`src/hdl/equirectangular_geo_distance_assert.svh`:
```
// ---------------------------------------------------------------------------
// Assertion macros for the equirectangular distance block
// Each macro expands to a labelled concurrent assertion, or to nothing when
// NO_ASSERTIONS is defined. The enclosing module must have i_clk and i_rst_n.
// ---------------------------------------------------------------------------
`ifndef EQUIRECTANGULAR_GEO_DISTANCE_ASSERT_SVH
`define EQUIRECTANGULAR_GEO_DISTANCE_ASSERT_SVH

`ifndef NO_ASSERTIONS

// condition must hold at every clock edge out of reset
`define EQGD_ASSERT_ALWAYS(label, cond) \
    label: assert property (@(posedge i_clk) disable iff (!i_rst_n) (cond)) \
        else $error("eqgd: invariant violated");

// consequent must hold in the cycle after the antecedent
`define EQGD_ASSERT_NEXT(label, ante, cons) \
    label: assert property (@(posedge i_clk) disable iff (!i_rst_n) (ante) |=> (cons)) \
        else $error("eqgd: next-cycle check violated");

`else

`define EQGD_ASSERT_ALWAYS(label, cond)
`define EQGD_ASSERT_NEXT(label, ante, cons)

`endif

`endif

```
`src/hdl/eqgd_pkg.sv`:
```
`timescale 1ns / 1ps
// ---------------------------------------------------------------------------
// eqgd_pkg
// Widths, fixed-point constants and shared types of the distance pipeline.
// ---------------------------------------------------------------------------
package eqgd_pkg;

    localparam int ANGLE_FRAC_BITS = 20;
    localparam int DIST_FRAC_BITS  = 16;

    localparam int LAT_W  = 28;
    localparam int LON_W  = 29;
    localparam int DIST_W = 32;

    // degree to radian: Q32 constant, differences to Q26, mean to Q30
    localparam int DEG_W      = 28;
    localparam int DEG_SHIFT  = ANGLE_FRAC_BITS + 6;
    localparam int MEAN_SHIFT = ANGLE_FRAC_BITS + 3;
    localparam logic signed [DEG_W-1:0] DEG2RAD_Q32 = 28'sd74961321;

    localparam int RAD_W = 32;
    localparam logic signed [RAD_W-1:0] RAD_CLAMP = 32'sd1073741824;

    localparam int ANG_W = 36;
    localparam logic signed [ANG_W-1:0] HALF_PI_Q30 = 36'sd1686629713;
    localparam logic signed [ANG_W-1:0] PI_Q30      = 36'sd3373259426;
    localparam logic signed [ANG_W-1:0] TWO_PI_Q30  = 36'sd6746518852;

    localparam int Z_W           = 33;
    localparam int XY_W          = 34;
    localparam int CORDIC_STAGES = 30;
    localparam logic signed [XY_W-1:0] CORDIC_GAIN_Q30 = 34'sd652032874;

    localparam logic signed [Z_W-1:0] ATAN_Q30 [CORDIC_STAGES] = '{
        33'sd843314856, 33'sd497837829, 33'sd263043836, 33'sd133525158,
        33'sd67021686,  33'sd33543515,  33'sd16775850,  33'sd8388437,
        33'sd4194282,   33'sd2097149,   33'sd1048575,   33'sd524287,
        33'sd262143,    33'sd131071,    33'sd65535,     33'sd32767,
        33'sd16383,     33'sd8191,      33'sd4095,      33'sd2047,
        33'sd1023,      33'sd511,       33'sd255,       33'sd127,
        33'sd63,        33'sd31,        33'sd15,        33'sd8,
        33'sd4,         33'sd2
    };

    localparam int T_W         = 33;
    localparam int SUM_W       = 62;
    localparam int SQRT_STAGES = SUM_W / 2;
    localparam int ROOT_W      = SQRT_STAGES;

    localparam int EARTH_W    = 29;
    localparam logic [EARTH_W-1:0] EARTH_R_Q16 = 29'd417530446;
    localparam int DIST_SHIFT = 42 - DIST_FRAC_BITS;

    typedef struct packed {
        logic signed [RAD_W-1:0] dlat;
        logic signed [RAD_W-1:0] dlon;
        logic                    neg;
    } t_carry;

    function automatic logic signed [RAD_W-1:0] clamp_rad(input logic signed [63:0] v);
        if (v > 64'(RAD_CLAMP))
            return RAD_CLAMP;
        if (v < -64'(RAD_CLAMP))
            return -RAD_CLAMP;
        return RAD_W'(v);
    endfunction

endpackage

```
`src/hdl/eqgd_sqrt.sv`:
```
`timescale 1ns / 1ps
// ---------------------------------------------------------------------------
// eqgd_sqrt
// Floor square root, one result bit per register stage (digit-by-digit
// restoring method on a running remainder).
// ---------------------------------------------------------------------------
module eqgd_sqrt import eqgd_pkg::*; (
    input  logic              i_clk,
    input  logic              i_rst_n,
    input  logic              i_en,
    input  logic              i_valid,
    input  logic [SUM_W-1:0]  i_sum,
    output logic              o_valid,
    output logic [ROOT_W-1:0] o_root
);

    logic [SQRT_STAGES-1:0] r_valid;
    logic [SUM_W-1:0]       r_rem  [SQRT_STAGES];
    logic [SUM_W-1:0]       r_root [SQRT_STAGES];

    always_ff @(posedge i_clk) begin
        if (!i_rst_n) begin
            r_valid <= '0;
        end else if (i_en) begin
            r_valid <= {r_valid[SQRT_STAGES-2:0], i_valid};
        end
    end

    for (genvar k = 0; k < SQRT_STAGES; k++) begin : g_stage
        localparam logic [SUM_W-1:0] BIT = SUM_W'(1) << (SUM_W - 2 - 2 * k);
        logic [SUM_W-1:0] w_rem, w_root;
        logic [SUM_W:0]   w_trial;

        if (k == 0) begin : g_first
            assign w_rem  = i_sum;
            assign w_root = '0;
        end else begin : g_next
            assign w_rem  = r_rem[k-1];
            assign w_root = r_root[k-1];
        end

        assign w_trial = {1'b0, w_root} + {1'b0, BIT};

        always_ff @(posedge i_clk) begin
            if (i_en) begin
                if ({1'b0, w_rem} >= w_trial) begin
                    r_rem[k]  <= w_rem - w_trial[SUM_W-1:0];
                    r_root[k] <= (w_root >> 1) + BIT;
                end else begin
                    r_rem[k]  <= w_rem;
                    r_root[k] <= w_root >> 1;
                end
            end
        end
    end

    assign o_valid = r_valid[SQRT_STAGES-1];
    assign o_root  = r_root[SQRT_STAGES-1][ROOT_W-1:0];

endmodule

```
`config.mk`:
```
export PLATFORM = sky130hd
export DESIGN_NAME = eqgd_sqrt
export DESIGN_NICKNAME = d
export VERILOG_FILES = /design/src/hdl/equirectangular_geo_distance_assert.svh /design/src/hdl/eqgd_pkg.sv /design/src/hdl/eqgd_sqrt.sv
export SDC_FILE = /design/constraint.sdc
export NUM_CORES = 2
export LEC_CHECK = 0
export BUFFER_PORTS_ARGS = -buffer_cell sky130_fd_sc_hd__buf_4
export CAP_MARGIN = 10
export CORE_MARGIN = 10
export CORE_UTILIZATION = 60
export DETAILED_ROUTE_END_ITERATION = 7
export HOLD_SLACK_MARGIN = 0.06
export PLACE_DENSITY = 0.74
export SLEW_MARGIN = 40
export SYNTH_ARGS = -nofsm -noshare
export SYNTH_HDL_FRONTEND = slang
export SYNTH_SLANG_ARGS = --single-unit
```
`constraint.sdc`:
```
create_clock -name i_clk -period 6.6 [get_ports i_clk]
set_input_delay 1.65 -clock i_clk [delete_from_list [all_inputs] [get_ports i_clk]]
set_output_delay 1.65 -clock i_clk [all_outputs]
set_load 0.01 [all_outputs]
```
==> results.json <==
{
  "cts_resized": 0,
  "grt-ovfl-total": 0,
  "wl_mm": 304.1,
  "syn2layout_area_growth_pct": 10.19,
  "start_kind": "flip-flop",
  "viasPerCell": 6.267,
  "cts_tree": "done",
  "maxCapViolCount": 0,
  "crit_fanout": 17,
  "first_global_vias": 73310,
  "setup_tns_ns": 0,
  "hold_viol": 0,
  "syn_inst": 9513,
  "fin_nets": 10260,
  "synth_cell_types": 87,
  "dieArea_um2": 212100,
  "numCtsBuffers": 236,
  "r2r_setup_slack_ns": 2.12,
  "ys.flop_type": "edfxtp_1",
  "slew_headroom": 0.4146,
  "async_reset_ff_frac": 0,
  "synth-edff-count": 2356,
  "cts_sinks": 2387,
  "grt_pass1_wl_mm": 454.5,
  "rsz0062_at_grt": "false",
  "wire_per_inst_um": 24.53,
  "core_um2": 192800,
  "synth_seq_cells": 2387,
  "drtAntennaViolNets": 0,
  "dr.pass1.iters": 8,
  "via_count": 77700,
  "rows": 161,
  "antennaDiodeCount": 0,
  "worstPathRequired_ns": 7.23,
  "critical_path_class": "reg2reg",
  "h-tree-depth": 4,
  "path_clk_slew_ns": 0.07,
  "synth_fp_nets": 10100,
  "layout-drive-gt1-share": 0.07222,
  "placed_cell_area_um2": 120200,
  "syn_area_per_cell_um2": 12.24,
  "min_period_ns": 4.480,
  "die_w_um": 460.6,
  "syn_area_um2": 116500,
  "die_h_um": 460.6,
  "ys_seq_area_frac": 0.6128,
  "clock_skew_ns": 0.09023,
  "final_cell_mix": "edfxtp_1 (2356), nand2_1 (716), inv_1 (663)",
  "status": "finished, final reports clean",
  "antenna_found_initial": 4,
  "insertion_delay_ns": 0.91,
  "peakVddDrop_uv": 312.9,
  "synth.yosys.warnings": 0,
  "gr-usage-all-layers": 0.2811,
  "final_common_cell": "edfxtp_1",
  "postCtsSetupBuffers": 0,
  "crit_path_end_kind": "flip-flop",
  "dpl.hpwl_mm": 230.3,
  "io_pins": 98,
  "fmax_mhz": 223.2,
  "power.leakage_nw": 47.87,
  "start_util": 0.6042,
  "critPathArrivalTime_ns": 5.11,
  "fin_area_um2": 128300,
  "place.gp.congestion": 0.9752,
  "port_buffers": 97,
  "cts_hold_buf": 0,
  "cts_root_buffer": "clkbuf_16",
  "worst_pin_slew_ns": 0.8690,
  "hold_path.class": "reg2reg",
  "drcViolationCount": 0,
  "grt_max_degree": 173,
  "p_per_area_nw_per_um2": 341.5,
  "clockBufferDepth": 3,
  "detail_route.iter0.violations": 9727,
  "slew_viol_final": 0,
  "setup_viol": 0,
  "fin_crit_sh": 0.6788
}
## Yosys cell counts, types with 64 or more instances
cell type  count  area [um2]
inv_1        664        2492
edfxtp_1    2356       70750
nand2b_1      96       600.6
nor4_1       359        2246
o21a_1       102       765.7
xor2_1       435        3810
a21o_1       235        1764
xnor2_1      387        3390
nand3_1      186       930.9
ha_1         525        6569
clkbuf_1     219       822.0
nor2_1       519        1948
nand4_1      162        1013
o21ai_0      534        2673
nor2b_1       98       613.1
or4_1         91       683.2
a21oi_1      492        2462
nor3_1       289        1446
nand2_1      716        2688
mux2_2        64       720.7
or3_1        108       675.7
nor4b_1       69       604.3
## routing by layer
| metal | track usage | vias to the layer above | routed length, um |
|---|---|---|---|
| met1 | 0.4172 | 37780 | 132700 |
| li1 | - | 36010 | - |
| met4 | 0.09329 | 4 | 10960 |
| met5 | 0 | - | 27 |
| met3 | 0.05240 | 513 | 27880 |
| met2 | 0.4189 | 3395 | 132500 |
## power breakdown
part	leakage (nW)	internal, mW	switching (mW)
sequential	22.9	19.1	2.04
clock	3.85	7.76	5.92
combinational	21.1	3.56	5.43
## worst paths after layout
| check | startpoint | end | cells past startpoint |
|---|---|---|---|
| setup / recovery | r_rem[1][302] | r_rem[1][338] | 8 |
| hold / removal | r_rem[0][956] | r_rem[1][26] | 0 |
| setup reg to reg | r_rem[1][302] | r_rem[1][338] | 8 |
| hold reg to reg | r_rem[0][956] | r_rem[1][26] | 0 |
## through the flow
| stage | total power, mW | hold WS [ns] | instances | worst slack [ns] | utilization |
|---|---|---|---|---|---|
| after floorplan | 26.90 | 0.4166 | 9513 | 1.113 | - |
| after global placement | 29.96 | 0.4296 | 11950 | 1.485 | 0.6226 |
| after detailed placement | 30.09 | 0.4315 | 11950 | 1.436 | 0.6235 |
| after CTS | 43.76 | 0.4122 | 12390 | 2.123 | 0.6651 |
| after global routing | 45.65 | 0.4431 | 12400 | 1.874 | 0.6657 |
| final | 43.82 | 0.4131 | 12400 | 2.120 | 0.6657 |
## final cells by class
type | instances | area, um2
clock buffers | 280 | 6143
fillers | 13870 | 64440
flip-flops and latches | 2387 | 71370
repair buffers | 161 | 1433
inverters | 664 | 2492
multi-input cells | 6220 | 41880
well taps | 2526 | 3161
clock inverters | 160 | 1867
## kinds of logic after synthesis
| kind of cell | after synthesis | share of synthesized area |
|---|---|---|
| buffers and inverters | 906 | 0.02947 |
| xor gates and xnor gates | 822 | 0.06181 |
| and+or+nand+nor | 2965 | 0.1334 |
| DFF | 2387 | 0.6128 |
| adders and majority gates | 525 | 0.05640 |
| muxes | 107 | 0.009883 |
| AOI/OAI and AO/OA | 1801 | 0.09632 |
## state kept, by name (all words and copies together), names as in the netlist
register	cells
r_root	496
r_rem	1860
r_valid	31
## critical path: stages (launching register included)
cell	delay (ns)
edfxtp_1	0.51
or4_1	0.62
or4_1	0.52
or3_1	0.35
or2_2	0.31
or4_1	0.62
nor2_2	0.60
buf_4	0.33
mux2_2	0.37
Power figures use the tool's default switching activity.
