===== src/hdl/equirectangular_geo_distance_assert.svh =====
// ---------------------------------------------------------------------------
// Assertion macros for the equirectangular distance block
// Each macro expands to a labelled concurrent assertion, or to nothing when
// NO_ASSERTIONS is defined. The enclosing module must have i_clk and i_rst_n.
// ---------------------------------------------------------------------------
`ifndef EQUIRECTANGULAR_GEO_DISTANCE_ASSERT_SVH
`define EQUIRECTANGULAR_GEO_DISTANCE_ASSERT_SVH

`ifndef NO_ASSERTIONS

// condition must hold at every clock edge out of reset
`define EQGD_ASSERT_ALWAYS(label, cond) \
    label: assert property (@(posedge i_clk) disable iff (!i_rst_n) (cond)) \
        else $error("eqgd: invariant violated");

// consequent must hold in the cycle after the antecedent
`define EQGD_ASSERT_NEXT(label, ante, cons) \
    label: assert property (@(posedge i_clk) disable iff (!i_rst_n) (ante) |=> (cons)) \
        else $error("eqgd: next-cycle check violated");

`else

`define EQGD_ASSERT_ALWAYS(label, cond)
`define EQGD_ASSERT_NEXT(label, ante, cons)

`endif

`endif


===== src/hdl/eqgd_pkg.sv =====
`timescale 1ns / 1ps
// ---------------------------------------------------------------------------
// eqgd_pkg
// Widths, fixed-point constants and shared types of the distance pipeline.
// ---------------------------------------------------------------------------
package eqgd_pkg;

    localparam int ANGLE_FRAC_BITS = 20;
    localparam int DIST_FRAC_BITS  = 16;

    localparam int LAT_W  = 28;
    localparam int LON_W  = 29;
    localparam int DIST_W = 32;

    // degree to radian: Q32 constant, differences to Q26, mean to Q30
    localparam int DEG_W      = 28;
    localparam int DEG_SHIFT  = ANGLE_FRAC_BITS + 6;
    localparam int MEAN_SHIFT = ANGLE_FRAC_BITS + 3;
    localparam logic signed [DEG_W-1:0] DEG2RAD_Q32 = 28'sd74961321;

    localparam int RAD_W = 32;
    localparam logic signed [RAD_W-1:0] RAD_CLAMP = 32'sd1073741824;

    localparam int ANG_W = 36;
    localparam logic signed [ANG_W-1:0] HALF_PI_Q30 = 36'sd1686629713;
    localparam logic signed [ANG_W-1:0] PI_Q30      = 36'sd3373259426;
    localparam logic signed [ANG_W-1:0] TWO_PI_Q30  = 36'sd6746518852;

    localparam int Z_W           = 33;
    localparam int XY_W          = 34;
    localparam int CORDIC_STAGES = 30;
    localparam logic signed [XY_W-1:0] CORDIC_GAIN_Q30 = 34'sd652032874;

    localparam logic signed [Z_W-1:0] ATAN_Q30 [CORDIC_STAGES] = '{
        33'sd843314856, 33'sd497837829, 33'sd263043836, 33'sd133525158,
        33'sd67021686,  33'sd33543515,  33'sd16775850,  33'sd8388437,
        33'sd4194282,   33'sd2097149,   33'sd1048575,   33'sd524287,
        33'sd262143,    33'sd131071,    33'sd65535,     33'sd32767,
        33'sd16383,     33'sd8191,      33'sd4095,      33'sd2047,
        33'sd1023,      33'sd511,       33'sd255,       33'sd127,
        33'sd63,        33'sd31,        33'sd15,        33'sd8,
        33'sd4,         33'sd2
    };

    localparam int T_W         = 33;
    localparam int SUM_W       = 62;
    localparam int SQRT_STAGES = SUM_W / 2;
    localparam int ROOT_W      = SQRT_STAGES;

    localparam int EARTH_W    = 29;
    localparam logic [EARTH_W-1:0] EARTH_R_Q16 = 29'd417530446;
    localparam int DIST_SHIFT = 42 - DIST_FRAC_BITS;

    typedef struct packed {
        logic signed [RAD_W-1:0] dlat;
        logic signed [RAD_W-1:0] dlon;
        logic                    neg;
    } t_carry;

    function automatic logic signed [RAD_W-1:0] clamp_rad(input logic signed [63:0] v);
        if (v > 64'(RAD_CLAMP))
            return RAD_CLAMP;
        if (v < -64'(RAD_CLAMP))
            return -RAD_CLAMP;
        return RAD_W'(v);
    endfunction

endpackage


===== src/hdl/eqgd_front.sv =====
`timescale 1ns / 1ps
// ---------------------------------------------------------------------------
// eqgd_front
// Four stages: degree to radian products, rounding and clamping, mean
// latitude reduction to [-pi, pi], folding into [-pi/2, pi/2].
// ---------------------------------------------------------------------------
`include "equirectangular_geo_distance_assert.svh"

module eqgd_front import eqgd_pkg::*; (
    input  logic                    i_clk,
    input  logic                    i_rst_n,
    input  logic                    i_en,
    input  logic                    i_valid,
    input  logic signed [LAT_W-1:0] i_lat_a,
    input  logic signed [LAT_W-1:0] i_lat_b,
    input  logic signed [LON_W-1:0] i_lon_a,
    input  logic signed [LON_W-1:0] i_lon_b,
    output logic                    o_valid,
    output logic signed [Z_W-1:0]   o_z,
    output t_carry                  o_carry
);

    localparam int PLAT_W = LAT_W + 1 + DEG_W;
    localparam int PLON_W = LON_W + 1 + DEG_W;
    localparam logic signed [PLAT_W-1:0] LAT_HALF  = PLAT_W'(1) <<< (DEG_SHIFT - 1);
    localparam logic signed [PLON_W-1:0] LON_HALF  = PLON_W'(1) <<< (DEG_SHIFT - 1);
    localparam logic signed [PLAT_W-1:0] MEAN_HALF = PLAT_W'(1) <<< (MEAN_SHIFT - 1);

    logic [3:0] r_valid;

    logic signed [LAT_W:0]    w_dlat, w_msum;
    logic signed [LON_W:0]    w_dlon;
    logic signed [PLAT_W-1:0] r_plat, r_pmean, w_lat_q, w_mean_q;
    logic signed [PLON_W-1:0] r_plon, w_lon_q;

    logic signed [ANG_W-1:0] r_mean, r_z1, w_z1;
    logic signed [Z_W-1:0]   r_z2, w_z2;
    logic                    w_neg;
    t_carry                  r_c2, r_c3, r_c4;

    assign w_dlat = (LAT_W+1)'(i_lat_b) - (LAT_W+1)'(i_lat_a);
    assign w_msum = (LAT_W+1)'(i_lat_a) + (LAT_W+1)'(i_lat_b);
    assign w_dlon = (LON_W+1)'(i_lon_b) - (LON_W+1)'(i_lon_a);

    assign w_lat_q  = (r_plat + LAT_HALF) >>> DEG_SHIFT;
    assign w_lon_q  = (r_plon + LON_HALF) >>> DEG_SHIFT;
    assign w_mean_q = (r_pmean + MEAN_HALF) >>> MEAN_SHIFT;

    // |mean| stays below 2*pi, so one add brings it into range
    always_comb begin
        if (r_mean > PI_Q30)
            w_z1 = r_mean - TWO_PI_Q30;
        else if (r_mean < -PI_Q30)
            w_z1 = r_mean + TWO_PI_Q30;
        else
            w_z1 = r_mean;
    end

    always_comb begin
        w_neg = 1'b1;
        if (r_z1 > HALF_PI_Q30)
            w_z2 = Z_W'(PI_Q30 - r_z1);
        else if (r_z1 < -HALF_PI_Q30)
            w_z2 = Z_W'(-PI_Q30 - r_z1);
        else begin
            w_z2  = Z_W'(r_z1);
            w_neg = 1'b0;
        end
    end

    always_ff @(posedge i_clk) begin
        if (!i_rst_n) begin
            r_valid <= '0;
        end else if (i_en) begin
            r_valid <= {r_valid[2:0], i_valid};
        end
    end

    always_ff @(posedge i_clk) begin
        if (i_en) begin
            r_plat  <= PLAT_W'(w_dlat) * PLAT_W'(DEG2RAD_Q32);
            r_plon  <= PLON_W'(w_dlon) * PLON_W'(DEG2RAD_Q32);
            r_pmean <= PLAT_W'(w_msum) * PLAT_W'(DEG2RAD_Q32);

            r_c2   <= '{dlat: clamp_rad(64'(w_lat_q)),
                        dlon: clamp_rad(64'(w_lon_q)),
                        neg:  1'b0};
            r_mean <= ANG_W'(w_mean_q);

            r_c3 <= r_c2;
            r_z1 <= w_z1;

            r_c4 <= '{dlat: r_c3.dlat, dlon: r_c3.dlon, neg: w_neg};
            r_z2 <= w_z2;
        end
    end

    assign o_valid = r_valid[3];
    assign o_z     = r_z2;
    assign o_carry = r_c4;

    `EQGD_ASSERT_NEXT(a_front_take, i_valid && i_en, r_valid[0])

endmodule


===== config.mk =====
export PLATFORM = sky130hd
export DESIGN_NAME = eqgd_front
export DESIGN_NICKNAME = d
export VERILOG_FILES = /design/src/hdl/eqgd_pkg.sv /design/src/hdl/eqgd_front.sv
export VERILOG_INCLUDE_DIRS = /design/src /design/src/hdl
export SDC_FILE = /design/constraint.sdc
export NUM_CORES = 2
export LEC_CHECK = 0
export ABC_AREA = 0
export BUFFER_PORTS_ARGS = -buffer_cell sky130_fd_sc_hd__buf_2
export CELL_PAD_IN_SITES_DETAIL_PLACEMENT = 1
export CELL_PAD_IN_SITES_GLOBAL_PLACEMENT = 2
export CORE_ASPECT_RATIO = 0.8
export CORE_MARGIN = 1
export CORE_UTILIZATION = 43
export CTS_CLUSTER_DIAMETER = 120
export DETAILED_ROUTE_END_ITERATION = 10
export HOLD_SLACK_MARGIN = 0.12
export PLACE_DENSITY_LB_ADDON = 0.2
export SLEW_MARGIN = 10
export SYNTH_ARGS = -nofsm -noshare
export SYNTH_HDL_FRONTEND = slang
export SYNTH_SLANG_ARGS = --single-unit

===== constraint.sdc =====
create_clock -name i_clk -period 12.6 [get_ports i_clk]
set_clock_uncertainty 0.05 [all_clocks]
set_input_delay 1.89 -clock i_clk [delete_from_list [all_inputs] [get_ports i_clk]]
set_output_delay 1.89 -clock i_clk [all_outputs]
set_load 0.005 [all_outputs]

==> results.sh <==
export IMPL_status="complete, no violations"
export IMPL_synthAdderAreaFrac=0.4838
export IMPL_setup_tns_ps=0
export IMPL_start_util=0.4356
export IMPL_dpl_hpwl_um=176700
export IMPL_cts_buffers=48
export IMPL_cts_sinks=396
export IMPL_drc=0
export IMPL_period_minus_slack_ps=11840
export IMPL_critical_path_top_delay_family="adder cells"
export IMPL_postCtsSetupBuffers=0
export IMPL_synth_edf_count=392
export IMPL_rows=129
export IMPL_antenna_found_initial=5
export IMPL_fin_nets=9190
export IMPL_end_kind="flop"
export IMPL_synth_area_leaders="fa_1 31%, edfxtp_1 17%, ha_1 17%"
export IMPL_worstPathMaxFanout=7
export IMPL_clk_path_buf_depth=3
export IMPL_core_region_area_mm2=0.1556
export IMPL_tightest_slew_ps=1182
export IMPL_ys_types=110
export IMPL_yosys_area_share_simple=0.06843
export IMPL_syn2layout_area_growth_pct=8.582
export IMPL_synth_compound_area_frac=0.08764
export IMPL_synth_top_family_by_area="adder cells"
export IMPL_grt_pass1_vias=51267
export IMPL_hold_path_class="reg2reg"
export IMPL_n_antenna_cell=0
export IMPL_clkSlewWorstSetupHoldPaths_ps=60
export IMPL_yosysWarnings=0
export IMPL_portBuffers=216
export IMPL_routedWlPerCell_um=21.80
export IMPL_post_route_period_util=0.9397
export IMPL_htree_levels=2
export IMPL_overflow=0
export IMPL_io_pins=217
export IMPL_ys_ff_latch=396
export IMPL_dieWidth_um=445.9
export IMPL_drt_wl_total_um=201000
export IMPL_synth_seq_area_share=0.1748
export IMPL_fmax_mhz=84.46
export IMPL_slew_headroom=0.2081
export IMPL_worst_slack_ps=760.2
export IMPL_crit_path_start_kind="input pin"
export IMPL_hold_viol_final=0
export IMPL_syn_avg_cell_area_um2=9.942
export IMPL_place_congestion=0.9358
export IMPL_crit_slowest_cell="a221oi_1"
export IMPL_drive_gt1_frac=0.07202
export IMPL_postSynthCellCount=6818
export IMPL_maxCapViolations=0
export IMPL_first_iter_violations=2882
export IMPL_synth_commonest_cells="1976 x inv_1, 1057 x fa_1, 929 x ha_1, 392 x edfxtp_1, 342 x xnor2_1"
export IMPL_critical_path_class="in2reg"
export IMPL_arrival_ps=12170
export IMPL_post_cts_resized=0
export IMPL_pre_cts_ws_ps=297.1
export IMPL_route_vias_total=47246
export IMPL_rsz0062_at_grt="false"
export IMPL_grt_max_degree=164
export IMPL_yosysTopAreaCell="fa_1"
export IMPL_netlist_area_mm2=0.06778
export IMPL_cts_tree="yes"
export IMPL_die_area_mm2=0.1592
export IMPL_yosys_mux_area_fraction=0.004375
export IMPL_antenna_left=0
export IMPL_syn_num_nets=8922
export IMPL_vias_per_cell=5.125
export IMPL_yosys_area_share_xor_xnor=0.06357
export IMPL_synth_ff_type="edfxtp_1"
export IMPL_slowest_delay_ps=580
export IMPL_required_ps=12930
export IMPL_path_buf_inv=9
export IMPL_yosysTopAreaCellShare=0.3122
export IMPL_cts_root_buf="clkbuf_16"
export IMPL_yosysMostFrequentCell="inv_1"
export IMPL_die_h_um=357.1
export IMPL_grt_first_pass_wirelength_um=311200
export IMPL_insertion_delay_ps=630
export IMPL_grt_usage=0.2564
export IMPL_drv_slew=0
export IMPL_setup_viol=0
export IMPL_dr_pass1_iters=5
export IMPL_hold_buffers=0
export IMPL_async_flop_share=0
export IMPL_fin_util=0.4730
## flip-flops by register name, indices dropped and copies added, names as in the netlist
signal   flops
r_c3        63
o_z         33
r_c2        63
r_plat      32
o_carry     64
r_pmean     35
r_z1        35
r_mean      34
r_valid      4
r_plon      33
## routing by layer
metal	global-route usage	vias up	part of all wire
met5	0	-	0
met4	0.04282	0	0.016
met3	0.02739	127	0.047
met2	0.3857	878	0.42
met1	0.4003	24186	0.51
li1	-	22055	-
## metrics by stage
step	cells	hold WS (ps)	cell area, µm²
floorplan	6818	350.3	67780
global placement	9132	352.8	72000
detailed placement	9132	355.7	72000
CTS	9219	367.8	73600
global route	9219	370.5	73600
finish	9219	366.7	73600
## cell type report
type,count,area (µm²)
clock inverters,36,386.6
flip-flops and latches,396,11850
well taps,2096,2623
fillers,17584,81990
multi-input cells,4317,48070
repair buffers,334,1989
inverters,1989,7471
clock buffers,51,1212
## cells in the final DEF, fill, tap and decap left out, types with 115 or more instances in the layout
| cell | instances |
|---|---|
| a21o_1 | 115 |
| nand2_1 | 185 |
| buf_4 | 117 |
| buf_2 | 215 |
| ha_1 | 929 |
| edfxtp_1 | 392 |
| fa_1 | 1057 |
| o21ai_0 | 150 |
| xnor2_1 | 338 |
| inv_1 | 1976 |
| a21oi_1 | 238 |
| xor2_1 | 125 |
| nor2_1 | 286 |
## path summary, 6_finish.rpt
| kind | end | slack, ps | cells past startpoint | from |
|---|---|---|---|---|
| setup / recovery | r_plon[56] | 760 | 41 | i_lon_b[0] |
| hold / removal | r_c3[30] | 370 | 0 | r_c2[30] |
| setup reg to reg | r_c2[5] | 8220 | 13 | r_plon[26] |
| hold reg to reg | r_c3[30] | 370 | 0 | r_c2[30] |
## cells by family after synthesis
family / Yosys count
compound gates: 887
xor+xnor: 480
fa+ha+maj: 1987
buf+inv: 2105
flops: 396
mux: 26
simple gates: 937
Power is not shown: default switching activity piles up to over one toggle a cycle in this logic, so the estimate is an artifact.
